<file path="config.mk">
export PLATFORM = sky130hd
export DESIGN_NAME = lru_block_cache_tags_core
export DESIGN_NICKNAME = d
export VERILOG_FILES = /design/src/design/lbct_pkg.sv /design/src/design/lru_block_cache_tags_core.sv /design/src/design/lbct_ram.sv /design/src/design/lbct_scan.sv
export SDC_FILE = /design/constraint.sdc
export NUM_CORES = 2
export LEC_CHECK = 0
export ABC_AREA = 1
export BUFFER_PORTS_ARGS = -buffer_cell sky130_fd_sc_hd__buf_2
export CORE_ASPECT_RATIO = 0.5
export CORE_MARGIN = 4
export CORE_UTILIZATION = 41
export CTS_CLUSTER_SIZE = 30
export DETAILED_ROUTE_END_ITERATION = 8
export GPL_ROUTABILITY_DRIVEN = 0
export PLACE_DENSITY = 0.53
export SLEW_MARGIN = 20
export SYNTH_ARGS = -nofsm -noshare
export SYNTH_HDL_FRONTEND = slang
export SYNTH_SLANG_ARGS = --single-unit
</file>
<file path="constraint.sdc">
create_clock -name clk -period 6.3 [get_ports clk]
set_input_delay 0.945 -clock clk [delete_from_list [all_inputs] [get_ports clk]]
set_output_delay 0.945 -clock clk [all_outputs]
set_load 0.005 [all_outputs]
</file>
<file path="src/design/lbct_pkg.sv">
// Shared constants, types and codes for the LRU block cache tag engine.
`default_nettype none
package lbct_pkg;

  // Default sizing of the cache and the drive range.
  localparam int NUM_BUFFERS_DEF = 16;
  localparam int NUM_DRIVES_DEF  = 4;

  // Fixed field widths of the transaction payloads.
  localparam int PAGE_W   = 45;
  localparam int DRIVE_W  = 2;
  localparam int BUF_W    = 4;
  localparam int STATUS_W = 4;
  localparam int STAMP_W  = 64;
  localparam int TAG_W    = PAGE_W + DRIVE_W;

  // Function codes of an input transaction.
  typedef enum logic [1:0] {
    FN_LOOKUP = 2'd0,
    FN_FETCH  = 2'd1,
    FN_WRITE  = 2'd2,
    FN_INVAL  = 2'd3
  } func_t;

  // Status codes of a result transaction.
  localparam logic [STATUS_W-1:0] ST_HIT          = 4'd0;
  localparam logic [STATUS_W-1:0] ST_CLAIMED      = 4'd1;
  localparam logic [STATUS_W-1:0] ST_RETRY_BUSY   = 4'd2;
  localparam logic [STATUS_W-1:0] ST_RETRY_FULL   = 4'd3;
  localparam logic [STATUS_W-1:0] ST_FILLED       = 4'd4;
  localparam logic [STATUS_W-1:0] ST_FETCH_ERR    = 4'd5;
  localparam logic [STATUS_W-1:0] ST_RETRY_STALE  = 4'd6;
  localparam logic [STATUS_W-1:0] ST_PATCHED      = 4'd7;
  localparam logic [STATUS_W-1:0] ST_MARKED_STALE = 4'd8;
  localparam logic [STATUS_W-1:0] ST_NO_ENTRY     = 4'd9;
  localparam logic [STATUS_W-1:0] ST_INVALIDATED  = 4'd10;
  localparam logic [STATUS_W-1:0] ST_IGNORED      = 4'd11;
  localparam logic [STATUS_W-1:0] ST_BYPASS       = 4'd12;

  // Flags the scan unit reports to the sequencer.
  typedef struct packed {
    logic hit_found;  // a live entry matched the tag
    logic hit_busy;   // that first live match is still being fetched
    logic vic_found;  // some idle entry can be claimed
    logic vic_free;   // the chosen victim is idle and invalid
    logic drive_eq;   // the entry under evaluation belongs to the drive
  } scan_stat_t;

endpackage
`default_nettype wire

</file>
<file path="src/design/lru_block_cache_tags_core.sv">
// Top level of the LRU block cache tag and replacement engine.
//   The input channel (in_valid / in_stall) carries one request per
//   transaction: lookup, fetch done, write notify or drive invalidate.
//   The output channel (out_valid / out_stall) returns exactly one result
//   transaction per request, in order: status, entry index and evict flag.
//   cfg_wr_en / cfg_wr_data set the cache enable bit; write it only while
//   the engine is idle.
// Sequencing:
//   Lookup, write notify and invalidate on a valid drive scan all
//   NUM_BUFFERS entries, one per cycle, before the result is formed;
//   fetch done, bypass and ignored requests answer without a scan. Each
//   result passes through the output register, and a new request is taken
//   only once the result has moved there. in_stall is high while a
//   request is in work.
// Reset:
//   rst_n is synchronous and active low. It clears all valid, busy and
//   stale bits, the access clock and the output valid bit, and enables the
//   cache. The RAMs are not cleared: an entry's contents only matter once
//   it has been claimed. A stalled result holds in the output register
//   while the next request is processed up to its own result.
`default_nettype none
module lru_block_cache_tags_core #(
  parameter int NUM_BUFFERS = lbct_pkg::NUM_BUFFERS_DEF,
  parameter int NUM_DRIVES  = lbct_pkg::NUM_DRIVES_DEF
) (
  input  wire logic                           clk,
  input  wire logic                           rst_n,
  input  wire logic                           cfg_wr_en,
  input  wire logic                           cfg_wr_data,
  input  wire logic                           in_valid,
  output logic                                in_stall,
  input  wire logic [1:0]                     in_func,
  input  wire logic [lbct_pkg::DRIVE_W-1:0]   in_drive,
  input  wire logic [lbct_pkg::PAGE_W-1:0]    in_page,
  input  wire logic [lbct_pkg::BUF_W-1:0]     in_buffer_in,
  input  wire logic                           in_fetch_ok,
  output logic                                out_valid,
  input  wire logic                           out_stall,
  output logic      [lbct_pkg::STATUS_W-1:0]  out_status,
  output logic      [lbct_pkg::BUF_W-1:0]     out_buffer_out,
  output logic                                out_evicted
);

  localparam int AW = $clog2(NUM_BUFFERS);
  localparam int CW = $clog2(NUM_BUFFERS + 1);
  localparam logic [CW-1:0] NB_CNT = CW'(NUM_BUFFERS);

  typedef enum logic [3:0] {
    S_IDLE   = 4'b0001,
    S_SCAN   = 4'b0010,
    S_FINISH = 4'b0100,
    S_OUT    = 4'b1000
  } state_t;

  state_t                           state_r, state_nxt;
  logic                             cfg_en_r;
  lbct_pkg::func_t                  q_func_r, q_func_nxt;
  logic [lbct_pkg::DRIVE_W-1:0]     q_drive_r, q_drive_nxt;
  logic [lbct_pkg::PAGE_W-1:0]      q_page_r, q_page_nxt;
  logic [CW-1:0]                    cnt_r, cnt_nxt;
  logic                             ev_vld_r, ev_vld_nxt;
  logic [AW-1:0]                    ev_idx_r, ev_idx_nxt;
  logic [NUM_BUFFERS-1:0]           valid_r, valid_nxt;
  logic [NUM_BUFFERS-1:0]           busy_r, busy_nxt;
  logic [NUM_BUFFERS-1:0]           stale_r, stale_nxt;
  logic [lbct_pkg::STAMP_W-1:0]     clock_r, clock_nxt;
  logic [lbct_pkg::STATUS_W-1:0]    res_status_r, res_status_nxt;
  logic [lbct_pkg::BUF_W-1:0]       res_buf_r, res_buf_nxt;
  logic                             res_evict_r, res_evict_nxt;
  logic                             out_valid_r, out_valid_nxt;
  logic [lbct_pkg::STATUS_W-1:0]    out_status_r, out_status_nxt;
  logic [lbct_pkg::BUF_W-1:0]       out_buf_r, out_buf_nxt;
  logic                             out_evict_r, out_evict_nxt;

  logic [lbct_pkg::STAMP_W-1:0]     clock_inc;
  logic [AW-1:0]                    fidx;
  logic                             fidx_ok;
  logic                             drive_bad;
  logic                             tag_we;
  logic [AW-1:0]                    tag_waddr;
  logic [lbct_pkg::TAG_W-1:0]       tag_wdata;
  logic [lbct_pkg::TAG_W-1:0]       tag_rdata;
  logic                             stamp_we;
  logic [AW-1:0]                    stamp_waddr;
  logic [lbct_pkg::STAMP_W-1:0]     stamp_rdata;
  logic [AW-1:0]                    rd_addr;
  logic                             scan_clr;
  lbct_pkg::scan_stat_t             sc;
  logic [AW-1:0]                    hit_idx;
  logic [AW-1:0]                    vic_idx;

  assign clock_inc = clock_r + 64'd1;
  assign fidx      = AW'(in_buffer_in);
  assign fidx_ok   = 32'(in_buffer_in) < NUM_BUFFERS;
  assign drive_bad = 32'(in_drive) >= NUM_DRIVES;
  assign tag_wdata = {q_drive_r, q_page_r};
  assign rd_addr   = cnt_r[AW-1:0];

  // Tag RAM holds drive and page of each entry.
  lbct_ram #(
    .WIDTH (lbct_pkg::TAG_W),
    .DEPTH (NUM_BUFFERS)
  ) u_tag_ram (
    .clk     (clk),
    .wr_en   (tag_we),
    .wr_addr (tag_waddr),
    .wr_data (tag_wdata),
    .rd_addr (rd_addr),
    .rd_data (tag_rdata)
  );

  // Stamp RAM holds the last access time of each entry.
  lbct_ram #(
    .WIDTH (lbct_pkg::STAMP_W),
    .DEPTH (NUM_BUFFERS)
  ) u_stamp_ram (
    .clk     (clk),
    .wr_en   (stamp_we),
    .wr_addr (stamp_waddr),
    .wr_data (clock_inc),
    .rd_addr (rd_addr),
    .rd_data (stamp_rdata)
  );

  // Shared per-entry compare unit.
  lbct_scan #(
    .NUM_BUFFERS (NUM_BUFFERS)
  ) u_scan (
    .clk       (clk),
    .rst_n     (rst_n),
    .clr       (scan_clr),
    .ev_vld    (ev_vld_r),
    .ev_idx    (ev_idx_r),
    .ent_page  (tag_rdata[lbct_pkg::PAGE_W-1:0]),
    .ent_drive (tag_rdata[lbct_pkg::TAG_W-1:lbct_pkg::PAGE_W]),
    .ent_stamp (stamp_rdata),
    .ent_valid (valid_r[ev_idx_r]),
    .ent_busy  (busy_r[ev_idx_r]),
    .q_page    (q_page_r),
    .q_drive   (q_drive_r),
    .stat      (sc),
    .hit_idx   (hit_idx),
    .vic_idx   (vic_idx)
  );

  // Sequencer and entry state updates.
  always_comb begin
    state_nxt      = state_r;
    q_func_nxt     = q_func_r;
    q_drive_nxt    = q_drive_r;
    q_page_nxt     = q_page_r;
    cnt_nxt        = cnt_r;
    ev_vld_nxt     = 1'b0;
    ev_idx_nxt     = ev_idx_r;
    valid_nxt      = valid_r;
    busy_nxt       = busy_r;
    stale_nxt      = stale_r;
    clock_nxt      = clock_r;
    res_status_nxt = res_status_r;
    res_buf_nxt    = res_buf_r;
    res_evict_nxt  = res_evict_r;
    out_valid_nxt  = out_valid_r;
    out_status_nxt = out_status_r;
    out_buf_nxt    = out_buf_r;
    out_evict_nxt  = out_evict_r;
    tag_we         = 1'b0;
    tag_waddr      = vic_idx;
    stamp_we       = 1'b0;
    stamp_waddr    = hit_idx;
    scan_clr       = 1'b0;

    // The receiver takes the pending result.
    if (out_valid_r && !out_stall) begin
      out_valid_nxt = 1'b0;
    end

    case (state_r)
      S_IDLE: begin
        if (in_valid) begin
          q_func_nxt    = lbct_pkg::func_t'(in_func);
          q_drive_nxt   = in_drive;
          q_page_nxt    = in_page;
          res_buf_nxt   = '0;
          res_evict_nxt = 1'b0;
          state_nxt     = S_OUT;
          if (!cfg_en_r) begin
            res_status_nxt = lbct_pkg::ST_BYPASS;
          end else if (lbct_pkg::func_t'(in_func) == lbct_pkg::FN_FETCH) begin
            // Fetch completion needs no scan: only the named entry changes.
            if (!fidx_ok || !busy_r[fidx]) begin
              res_status_nxt = lbct_pkg::ST_IGNORED;
            end else begin
              busy_nxt[fidx] = 1'b0;
              if (!in_fetch_ok) begin
                res_status_nxt = lbct_pkg::ST_FETCH_ERR;
              end else if (stale_r[fidx]) begin
                stale_nxt[fidx] = 1'b0;
                res_status_nxt  = lbct_pkg::ST_RETRY_STALE;
              end else begin
                clock_nxt       = clock_inc;
                stamp_we        = 1'b1;
                stamp_waddr     = fidx;
                valid_nxt[fidx] = 1'b1;
                res_status_nxt  = lbct_pkg::ST_FILLED;
                res_buf_nxt     = lbct_pkg::BUF_W'(fidx);
              end
            end
          end else if (drive_bad) begin
            res_status_nxt = lbct_pkg::ST_IGNORED;
          end else begin
            scan_clr  = 1'b1;
            cnt_nxt   = '0;
            state_nxt = S_SCAN;
          end
        end
      end

      S_SCAN: begin
        // Issue one RAM read per cycle; each entry is evaluated in the cycle after its read.
        if (cnt_r < NB_CNT) begin
          ev_vld_nxt = 1'b1;
          ev_idx_nxt = cnt_r[AW-1:0];
          cnt_nxt    = cnt_r + CW'(1);
        end else if (!ev_vld_r) begin
          state_nxt = S_FINISH;
        end
        // Drive invalidation clears entries as they pass.
        if (ev_vld_r && q_func_r == lbct_pkg::FN_INVAL && sc.drive_eq) begin
          valid_nxt[ev_idx_r] = 1'b0;
        end
      end

      S_FINISH: begin
        state_nxt = S_OUT;
        case (q_func_r)
          lbct_pkg::FN_LOOKUP: begin
            if (sc.hit_found) begin
              if (sc.hit_busy) begin
                res_status_nxt = lbct_pkg::ST_RETRY_BUSY;
              end else begin
                clock_nxt      = clock_inc;
                stamp_we       = 1'b1;
                stamp_waddr    = hit_idx;
                res_status_nxt = lbct_pkg::ST_HIT;
                res_buf_nxt    = lbct_pkg::BUF_W'(hit_idx);
              end
            end else if (!sc.vic_found) begin
              res_status_nxt = lbct_pkg::ST_RETRY_FULL;
            end else begin
              // Claim the victim and start its fetch.
              tag_we             = 1'b1;
              tag_waddr          = vic_idx;
              valid_nxt[vic_idx] = 1'b0;
              busy_nxt[vic_idx]  = 1'b1;
              stale_nxt[vic_idx] = 1'b0;
              res_status_nxt     = lbct_pkg::ST_CLAIMED;
              res_buf_nxt        = lbct_pkg::BUF_W'(vic_idx);
              res_evict_nxt      = !sc.vic_free;
            end
          end
          lbct_pkg::FN_WRITE: begin
            if (sc.hit_found) begin
              if (sc.hit_busy) begin
                stale_nxt[hit_idx] = 1'b1;
                res_status_nxt     = lbct_pkg::ST_MARKED_STALE;
              end else begin
                res_status_nxt = lbct_pkg::ST_PATCHED;
                res_buf_nxt    = lbct_pkg::BUF_W'(hit_idx);
              end
            end else begin
              res_status_nxt = lbct_pkg::ST_NO_ENTRY;
            end
          end
          lbct_pkg::FN_INVAL: begin
            res_status_nxt = lbct_pkg::ST_INVALIDATED;
          end
          default: begin
            res_status_nxt = lbct_pkg::ST_IGNORED;
          end
        endcase
      end

      S_OUT: begin
        // Move the result into the output register once it is free.
        if (!out_valid_r || !out_stall) begin
          out_valid_nxt  = 1'b1;
          out_status_nxt = res_status_r;
          out_buf_nxt    = res_buf_r;
          out_evict_nxt  = res_evict_r;
          state_nxt      = S_IDLE;
        end
      end

      default: begin
        state_nxt = S_IDLE;
      end
    endcase
  end

  // Control state with reset, payload without.
  always_ff @(posedge clk) begin
    if (!rst_n) begin
      state_r     <= S_IDLE;
      cfg_en_r    <= 1'b1;
      cnt_r       <= '0;
      ev_vld_r    <= 1'b0;
      valid_r     <= '0;
      busy_r      <= '0;
      stale_r     <= '0;
      clock_r     <= '0;
      out_valid_r <= 1'b0;
    end else begin
      state_r     <= state_nxt;
      if (cfg_wr_en) begin
        cfg_en_r <= cfg_wr_data;
      end
      cnt_r       <= cnt_nxt;
      ev_vld_r    <= ev_vld_nxt;
      valid_r     <= valid_nxt;
      busy_r      <= busy_nxt;
      stale_r     <= stale_nxt;
      clock_r     <= clock_nxt;
      out_valid_r <= out_valid_nxt;
    end
    q_func_r     <= q_func_nxt;
    q_drive_r    <= q_drive_nxt;
    q_page_r     <= q_page_nxt;
    ev_idx_r     <= ev_idx_nxt;
    res_status_r <= res_status_nxt;
    res_buf_r    <= res_buf_nxt;
    res_evict_r  <= res_evict_nxt;
    out_status_r <= out_status_nxt;
    out_buf_r    <= out_buf_nxt;
    out_evict_r  <= out_evict_nxt;
  end

  assign in_stall       = (state_r != S_IDLE);
  assign out_valid      = out_valid_r;
  assign out_status     = out_status_r;
  assign out_buffer_out = out_buf_r;
  assign out_evicted    = out_evict_r;

endmodule
`default_nettype wire

</file>
<file path="src/design/lbct_ram.sv">
// Generic simple dual-port RAM with one write port and a registered read port.
`default_nettype none
module lbct_ram #(
  parameter int WIDTH = 8,
  parameter int DEPTH = 16
) (
  input  wire logic                     clk,
  input  wire logic                     wr_en,
  input  wire logic [$clog2(DEPTH)-1:0] wr_addr,
  input  wire logic [WIDTH-1:0]         wr_data,
  input  wire logic [$clog2(DEPTH)-1:0] rd_addr,
  output logic      [WIDTH-1:0]         rd_data
);

  logic [WIDTH-1:0] mem_r [DEPTH];
  logic [WIDTH-1:0] rd_data_r;

  // Write and registered read.
  always_ff @(posedge clk) begin
    if (wr_en) begin
      mem_r[wr_addr] <= wr_data;
    end
    rd_data_r <= mem_r[rd_addr];
  end

  assign rd_data = rd_data_r;

endmodule
`default_nettype wire

</file>
<file path="src/design/lbct_scan.sv">
// Scan unit: evaluates one entry per cycle for tag match and victim choice.
`default_nettype none
module lbct_scan #(
  parameter int NUM_BUFFERS = lbct_pkg::NUM_BUFFERS_DEF
) (
  input  wire logic                            clk,
  input  wire logic                            rst_n,
  input  wire logic                            clr,
  input  wire logic                            ev_vld,
  input  wire logic [$clog2(NUM_BUFFERS)-1:0]  ev_idx,
  input  wire logic [lbct_pkg::PAGE_W-1:0]     ent_page,
  input  wire logic [lbct_pkg::DRIVE_W-1:0]    ent_drive,
  input  wire logic [lbct_pkg::STAMP_W-1:0]    ent_stamp,
  input  wire logic                            ent_valid,
  input  wire logic                            ent_busy,
  input  wire logic [lbct_pkg::PAGE_W-1:0]     q_page,
  input  wire logic [lbct_pkg::DRIVE_W-1:0]    q_drive,
  output lbct_pkg::scan_stat_t                 stat,
  output logic      [$clog2(NUM_BUFFERS)-1:0]  hit_idx,
  output logic      [$clog2(NUM_BUFFERS)-1:0]  vic_idx
);

  localparam int AW = $clog2(NUM_BUFFERS);

  logic                         hit_found_r, hit_found_nxt;
  logic                         hit_busy_r, hit_busy_nxt;
  logic [AW-1:0]                hit_idx_r, hit_idx_nxt;
  logic                         vic_found_r, vic_found_nxt;
  logic                         vic_free_r, vic_free_nxt;
  logic [AW-1:0]                vic_idx_r, vic_idx_nxt;
  logic [lbct_pkg::STAMP_W-1:0] vic_stamp_r, vic_stamp_nxt;
  logic                         drive_eq;
  logic                         live;
  logic                         older;

  // Tag compare; an idle invalid entry never matches.
  assign drive_eq = (ent_drive == q_drive);
  assign live     = drive_eq && (ent_page == q_page) && (ent_busy || ent_valid);
  assign older    = (ent_stamp < vic_stamp_r);

  // Accumulate the first live match and the replacement victim.
  always_comb begin
    hit_found_nxt = hit_found_r;
    hit_busy_nxt  = hit_busy_r;
    hit_idx_nxt   = hit_idx_r;
    vic_found_nxt = vic_found_r;
    vic_free_nxt  = vic_free_r;
    vic_idx_nxt   = vic_idx_r;
    vic_stamp_nxt = vic_stamp_r;
    if (clr) begin
      hit_found_nxt = 1'b0;
      hit_busy_nxt  = 1'b0;
      vic_found_nxt = 1'b0;
      vic_free_nxt  = 1'b0;
    end else if (ev_vld) begin
      if (!hit_found_r && live) begin
        hit_found_nxt = 1'b1;
        hit_busy_nxt  = ent_busy;
        hit_idx_nxt   = ev_idx;
      end
      // The first idle invalid entry wins outright; before one shows up
      // the oldest idle valid entry is kept, lowest index on a tie.
      if (!ent_busy && !vic_free_r) begin
        if (!ent_valid) begin
          vic_found_nxt = 1'b1;
          vic_free_nxt  = 1'b1;
          vic_idx_nxt   = ev_idx;
        end else if (!vic_found_r || older) begin
          vic_found_nxt = 1'b1;
          vic_idx_nxt   = ev_idx;
          vic_stamp_nxt = ent_stamp;
        end
      end
    end
  end

  always_ff @(posedge clk) begin
    if (!rst_n) begin
      hit_found_r <= 1'b0;
      hit_busy_r  <= 1'b0;
      vic_found_r <= 1'b0;
      vic_free_r  <= 1'b0;
    end else begin
      hit_found_r <= hit_found_nxt;
      hit_busy_r  <= hit_busy_nxt;
      vic_found_r <= vic_found_nxt;
      vic_free_r  <= vic_free_nxt;
    end
    hit_idx_r   <= hit_idx_nxt;
    vic_idx_r   <= vic_idx_nxt;
    vic_stamp_r <= vic_stamp_nxt;
  end

  assign stat.hit_found = hit_found_r;
  assign stat.hit_busy  = hit_busy_r;
  assign stat.vic_found = vic_found_r;
  assign stat.vic_free  = vic_free_r;
  assign stat.drive_eq  = drive_eq;
  assign hit_idx        = hit_idx_r;
  assign vic_idx        = vic_idx_r;

endmodule
`default_nettype wire

</file>
# Word-level counts from Yosys, hierarchy flattened
# Memory sizes are Yosys's and may differ from the RTL's. A register that Yosys moved wholly into a read port is not among the register bits.
# Index checks and enable logic that the tools add are counted.
[totals]
register_bits = 271
mem_bits_rw = 1776
input_bits = 60
output_inout_bits = 11
memories = 2
[mem_list]
columns = ["name", "depth", "width", "rd", "rd_ports_with_merged_regs", "wr", "line", "text"]
rows = [
  ["u_stamp_ram.mem_r", 16, 64, 1, 1, 1, "lbct_ram.sv:15", "logic [WIDTH-1:0] mem_r [DEPTH];"],
  ["u_tag_ram.mem_r", 16, 47, 1, 1, 1, "lbct_ram.sv:15", ""],
]
[classes]
n_addsub = 2
n_lt_le_gt_ge = 10
n_eq_ne = 36
n_mux = 136
bitwise_logic = 14
n_reduce_logical = 44
[op_table]
columns = ["operator", "count"]
rows = [
  ["$mux 64", 9],
  ["$mux 16", 27],
  ["$mux 4", 32],
  ["$pmux 64 s2", 1],
  ["$pmux 16 s2", 3],
  ["$and 16x16->16", 5],
  ["$add 64x1->64 const B", 1],
  ["$lt 64x64->1", 1],
  ["$not 16->16", 3],
  ["$or 16x16->16", 3],
  ["$pmux 16 s3", 1],
  ["$eq 45x45->1", 1],
  ["$mux 1", 39],
  ["$ne 2x2->1 const B", 16],
  ["$pmux 4 s2", 3],
  ["$lt 4x5->1 const B", 4],
  ["$mux 5", 4],
  ["$reduce_and 5->1", 4],
  ["$bmux 1 s4", 4],
  ["$demux 1 s4", 4],
  ["$ge 4x1->1 const B", 4],
  ["$pmux 4 s4", 1],
  ["$ne 3x2->1 const B", 4],
  ["$pmux 4 s3", 1],
  ["31 further kinds", 67],
]

# Depth between registers and ports, before layout
[logic_depth]
word_depth = 13
mapped_depth = 17
mapped_depth_nobuf = 17

# Modules after synthesis
# From an unflattened synthesis, not the netlist that was laid out.
[hier_totals]
hier_cells = 9606
hier_area_um2 = 94991.1
[modules_own_cells]
columns = ["module", "instances", "cells_per_inst", "area_each_um2", "seq_area_each_um2"]
rows = [
  ["lbct_ram at u_stamp_ram", 1, 4210, 45285.9, 32030.7],
  ["lbct_ram at u_tag_ram", 1, 3100, 33304.4, 23522.6],
  ["lru_block_cache_tags_core", 1, 1720, 11354.6, 4614.4],
  ["lbct_scan", 1, 576, 5046.1, 2242.2],
]

# Worst setup path after synthesis
# OpenSTA, ideal clock, no wires.
[synth_path]
path_type = "in2reg"
startpoint = "in in_func[1]"
endpoint = "reg u_scan.vic_stamp_r[0] in the netlist's numbering, enable pin"
arrival_time_ns = 4.955
path_slack_ns = 0.838
cell_stages = 8
path_cell_list = "or2_2 -> inv_1 -> a21oi_1 -> o21ai_2 -> nor2_1 -> nor2_1 -> nand2_1 -> a21oi_1"
[synth_between]
elab_chain_len = 7
[synth_rtl]
columns = ["item", "line", "text"]
rows = [
  ["start: declaration", "lru_block_cache_tags_core.sv:32", "input wire logic [1:0] in_func,"],
  ["$eq 2x1->1", "lru_block_cache_tags_core.sv:188", "end else if (lbct_pkg::func_t'(in_func) == lbct_pkg::FN_FETCH) begin"],
  ["$mux 1", "lru_block_cache_tags_core.sv:188", ""],
  ["$mux 1", "lru_block_cache_tags_core.sv:186", "if (!cfg_en_r) begin"],
  ["$mux 1", "lru_block_cache_tags_core.sv:179", "if (in_valid) begin"],
  ["$mux 1", "lru_block_cache_tags_core.sv:177", "case (state_r)"],
  ["$not 1->1 (no source line)", "--", ""],
  ["$reduce_and 5->1 (no source line)", "--", ""],
  ["end signal: assignment", "lbct_scan.sv:91", "vic_stamp_r <= vic_stamp_nxt;"],
  ["end: declaration", "lbct_scan.sv:31", "logic [lbct_pkg::STAMP_W-1:0] vic_stamp_r, vic_stamp_nxt;"],
]
# No other way between the ends.
# A chain may end at the register's enable or synchronous reset.

# Final worst setup path
[layout_path]
startpoint = "reg state_r[2]"
endpoint = "mem u_stamp_ram.mem_r[6][4] in the netlist's numbering, enable pin"
[layout_between]
elab_chain_len = 4
[layout_rtl]
columns = ["item", "line", "text"]
rows = [
  ["start: declaration", "lru_block_cache_tags_core.sv:55", "state_t state_r, state_nxt;"],
  ["start signal: assignment", "lru_block_cache_tags_core.sv:313", "state_r <= state_nxt;"],
  ["$eq 4x3->1 or $eq 4x1->1 (tied branches)", "lru_block_cache_tags_core.sv:177", ""],
  ["$pmux 1 s2", "lru_block_cache_tags_core.sv:177", ""],
  ["$mux 1", "lbct_ram.sv:20", "if (wr_en) begin"],
  ["$mux 1 (implied by the code)", "lbct_ram.sv:21", "mem_r[wr_addr] <= wr_data;"],
  ["end: declaration", "lbct_ram.sv:15", ""],
]
# Several ways; a longest one is shown, not always the timed one.

==> metrics.md <==
| Metric | Value |
|---|---|
| Deepest clock path buffer count | 4 |
| Post-CTS resize count | 0 |
| Critical path data required time | 6.76 ns |
| First-iteration detailed-routing DRC count | between 5000 and 6000 |
| Clock buffers created by TritonCTS | 201 |
| Count of buffers inserted at the top-level ports | 70 |
| Count of unique library cells instantiated by Yosys | roughly 60 |
| Share of the synthesized area in the top cell type | 67.2% |
| Final setup violation count | 0 |
| Cells taking the most area after synthesis | sky130_fd_sc_hd__edfxtp_1 67%, sky130_fd_sc_hd__o21ai_0 5.8%, sky130_fd_sc_hd__dfxtp_1 5.6% |
| Worst Path Arrival | about 4.4 ns |
| Largest stage delay on the critical path | around 0.8 ns |
| Hold-fix buffers at CTS | 0 |
| Synth Instances | 6976 |
| Run status | finished clean |
| Synth Cell Area | between 80000 and 90000 um^2 |
| Classification of the worst setup path | reg2reg |
| Core occupancy in the finished layout | between 40% and 50% |
| Maximum capacitance violations | 0 |
| Standard-cell row count | approximately 120 |
| Worst min-delay path class | in2reg |
| Final global-route overflow total | 0 |
| Max rail drop VDD | 251 uV |
| Power spent charging and discharging nets | 9.44 mW |
| RSZ-0062 raised after global routing | no |
| Number of synthesized register bits | between 2000 and 2500 |
| Area of all placed cells without fillers | just under 100000 um^2 |
| GRT Overall Usage | between 20 and 25% |
| Number of enable-type register cells in the synthesized netlist | 1919 |
| Clock tree from TritonCTS | built |
| Proportion of power drawn by flip-flops and latches | around half |
| Highest-delay cell along the critical path | sky130_fd_sc_hd__nor2_4 |
| Top fanout value on the critical path | 19 |
| Initial Utilization | 41.3% |
| Slew headroom | ~23% |
| Logic gate share of total power | 14.2% |
| Largest net degree at the start of global routing | slightly below 200 |
| List of cells traversed by the critical path | nor2_2 > nand3_2 > nor4_4 > nand4_4 > o21ai_4 > nand3_1 > nor2_4 > buf_4 |
| Number of warnings issued by yosys | 0 |
| Chip width | roughly 650 um |
| Share of post-route cells with drive strength above 1 | under 10% |
| Startpoint type of the worst setup path | flop |
| H-tree depth reported by CTS | 4 |
| Via count of the first global-routing pass | 52814 |
| Most instantiated library cell after synthesis | sky130_fd_sc_hd__edfxtp_1 |
| Final Hold Fails | 0 |
| Sw Ratio | between 20% and 30% |
| Primary FF master, synth | sky130_fd_sc_hd__edfxtp_1 |
| Final Critical Period | just under 4 ns |
| Post-synthesis to final-layout area growth | 12.0% |
| Final-layout setup total negative slack | 0 ns |
| Seq/Total Area, Yosys | 72.7% |
| Total number of vias | between 50000 and 60000 |
| Part of the total power dissipated in the clock network | between 30% and 40% |
| Cell area reported after detailed placement | 89700 um^2 |
| Setup ws final | about 2.3 ns |
| TritonCTS sink count | ~2200 |
| Worst Clk Skew | about 0.077 ns |
| Slew Viols, Final | 0 |
| Most frequent cells after synthesis | 1919 x sky130_fd_sc_hd__edfxtp_1, 1188 x sky130_fd_sc_hd__nor2_1, 987 x sky130_fd_sc_hd__o21ai_0 |
| Count of TritonRoute iterations in the first routing pass | 6 |
| Average instance area after synthesis | 12.3 um^2 |
| DIE HEIGHT | 331 um |
| Buf+Inv Stages, Crit Path | 1 |
| Vias per std cell | around 5.6 |
| Ratio of final minimum period to clock period | 62.7% |
| Power density cells | ~350 nW/um^2 |
| Kind of cell adding the most delay to the critical path | simple AND/OR/NAND/NOR gates |
| Clk Tree Root Cell | sky130_fd_sc_hd__clkbuf_16 |
| DR WL/cell | between 20 and 25 um |
| Worst slack at placement | roughly 1.7 ns |
| Standard cell core area | 208000 um^2 |
| Antenna violations before repair | 5 |
| Static Leakage | between 30 and 40 nW |
| Synth area leader | sky130_fd_sc_hd__edfxtp_1 |
| CTS clock-pin slew for the worst setup and hold paths | roughly 0.060 ns |
| Endpoint class of the critical path | flop |
| Antenna Violating Nets Remaining | 0 |
| Actual transition at the worst max-transition pin | ~1.2 ns |
| Internal power summed over all cells | 24.7 mW |
| Clock latency on the worst-skew pair | a little under 0.9 ns |
| DRC | 0 |
| # IOs | 71 |
| Synthesized netlist net count | 7101 |
| Nets | 7103 |
| Fraction of registers with async set or reset after synthesis | 0% |
| Dpl hpwl | roughly 130000 um |
| Setup Fix Bufs, Post-CTS | 0 |
| Global-route wire length before repair | about 350000 um |
| Highest clock frequency the design can meet | ~250 MHz |
| Die Outline Area | approximately 220000 um^2 |
| Total detailed-routing wirelength | between 200000 and 250000 um |
-- area by class of cell --
type / instances / area, um^2
fill: 18687 / 111000
sequential: 2158 / 62400
multi-input combinational: 4138 / 21100
clock buffer: 299 / 5710
tap: 2760 / 3450
timing repair buffer: 209 / 1710
inverter: 270 / 1050
clock inverter: 64 / 673
antenna: 1 / 2.50
-- path summary, 6_finish.rpt --
check / start / end / slack (ns) / cells after the start
worst max register to register: state_r[2] / u_stamp_ram.mem_r[6][4] / 2.35 / 8
worst max-delay path: state_r[2] / u_stamp_ram.mem_r[6][4] / 2.35 / 8
worst min register to register: u_stamp_ram.rd_data[9] / u_scan.vic_stamp_r[9] / 0.43 / 0
worst min-delay path: in_page[19] / q_page_r[19] / 0.27 / 1
-- through the flow --
stage / hold slack (ns) / total power, mW / std cells
floorplan: 0.400 / 20.4 / 6976
global placement: 0.412 / 22.3 / 9532
detailed placement: 0.422 / 22.3 / 9533
CTS: 0.207 / 34.4 / 9896
global route: 0.218 / 35.6 / 9899
finish: 0.267 / 34.1 / 9899
-- sequential cells by signal (all words and copies together), names as in the netlist, 2 cells and up --
signal / count
busy_r: 16
clock_r: 64
cnt_r: 5
ev_idx_r: 4
out_buffer_out: 4
out_status: 4
q_drive_r: 2
q_func_r: 2
q_page_r: 45
res_buf_r: 4
res_status_r: 4
stale_r: 16
state_r: 4
u_scan.hit_idx: 4
u_scan.vic_idx: 4
u_scan.vic_stamp_r: 64
u_stamp_ram.mem_r: 1024
u_stamp_ram.rd_data: 64
u_tag_ram.mem_r: 752
u_tag_ram.rd_data: 47
valid_r: 16
-- cells in the final DEF, fill, tap and decap left out, types with 7 or more instances in the layout --
cell                        instances
sky130_fd_sc_hd__nor2_2            11
sky130_fd_sc_hd__a22oi_1            8
sky130_fd_sc_hd__xnor2_1           22
sky130_fd_sc_hd__buf_2             70
sky130_fd_sc_hd__dfxtp_1          236
sky130_fd_sc_hd__nand4_1           44
sky130_fd_sc_hd__clkbuf_1          68
sky130_fd_sc_hd__o21ai_2            8
sky130_fd_sc_hd__edfxtp_1        1919
sky130_fd_sc_hd__nor4_1             8
sky130_fd_sc_hd__o21ai_1           29
sky130_fd_sc_hd__nand2_1          688
sky130_fd_sc_hd__inv_1            254
sky130_fd_sc_hd__clkbuf_8          26
sky130_fd_sc_hd__a21oi_1          140
sky130_fd_sc_hd__bufinv_16         13
sky130_fd_sc_hd__nand3_1          256
sky130_fd_sc_hd__xor2_1            39
sky130_fd_sc_hd__o21ai_0          987
sky130_fd_sc_hd__clkbuf_16        203
sky130_fd_sc_hd__buf_12            23
sky130_fd_sc_hd__o22ai_1          285
sky130_fd_sc_hd__nor3_1            33
sky130_fd_sc_hd__o221ai_1         173
sky130_fd_sc_hd__nor2_4            38
sky130_fd_sc_hd__nor3b_1           15
sky130_fd_sc_hd__o211ai_1          63
sky130_fd_sc_hd__ha_1              65
sky130_fd_sc_hd__inv_2              9
sky130_fd_sc_hd__buf_4            114
sky130_fd_sc_hd__nor2_1          1154
sky130_fd_sc_hd__clkinv_1          18
sky130_fd_sc_hd__xnor2_2            7
sky130_fd_sc_hd__clkinv_2          25
-- routing by layer --
metal / GRT usage, % / wire [um] / share of wire, % / vias up
li1: - / - / - / 25442
met1: 31.3 / 109000 / 46 / 27730
met2: 34.3 / 111000 / 47 / 1586
met3: 2.73 / 13100 / 5.5 / 332
met4: 4.75 / 5100 / 2.1 / 0
met5: 0 / 0 / 0 / -
-- power by group through the flow --
stage               clock network (mW)  registers [mW]  logic [mW]
detailed placement                   0            17.5        4.84
finish                            12.1            17.2        4.83
global placement                     0            17.5        4.81
CTS                               12.3            17.2        4.85
global route                      13.0            17.3        5.40
floorplan                            0            17.2        3.28
-- cells by family (layout without fill, tap and decap cells) --
| kind of cell | count (synthesis) | in the layout | synth area share (%) |
|---|---|---|---|
| buffers and inverters | 680 | 842 | 3.09 |
| adder cells (fa/ha/maj) | 65 | 65 | 0.948 |
| AO/OA/AOI/OAI | 1723 | 1723 | 11.6 |
| XOR/XNOR | 73 | 73 | 0.745 |
| flip-flops | 2158 | 2158 | 72.7 |
| AND/OR/NAND/NOR | 2277 | 2277 | 10.9 |
| other | 0 | 1 | 0 |
No activity file was read; power rests on OpenSTA's default activity.
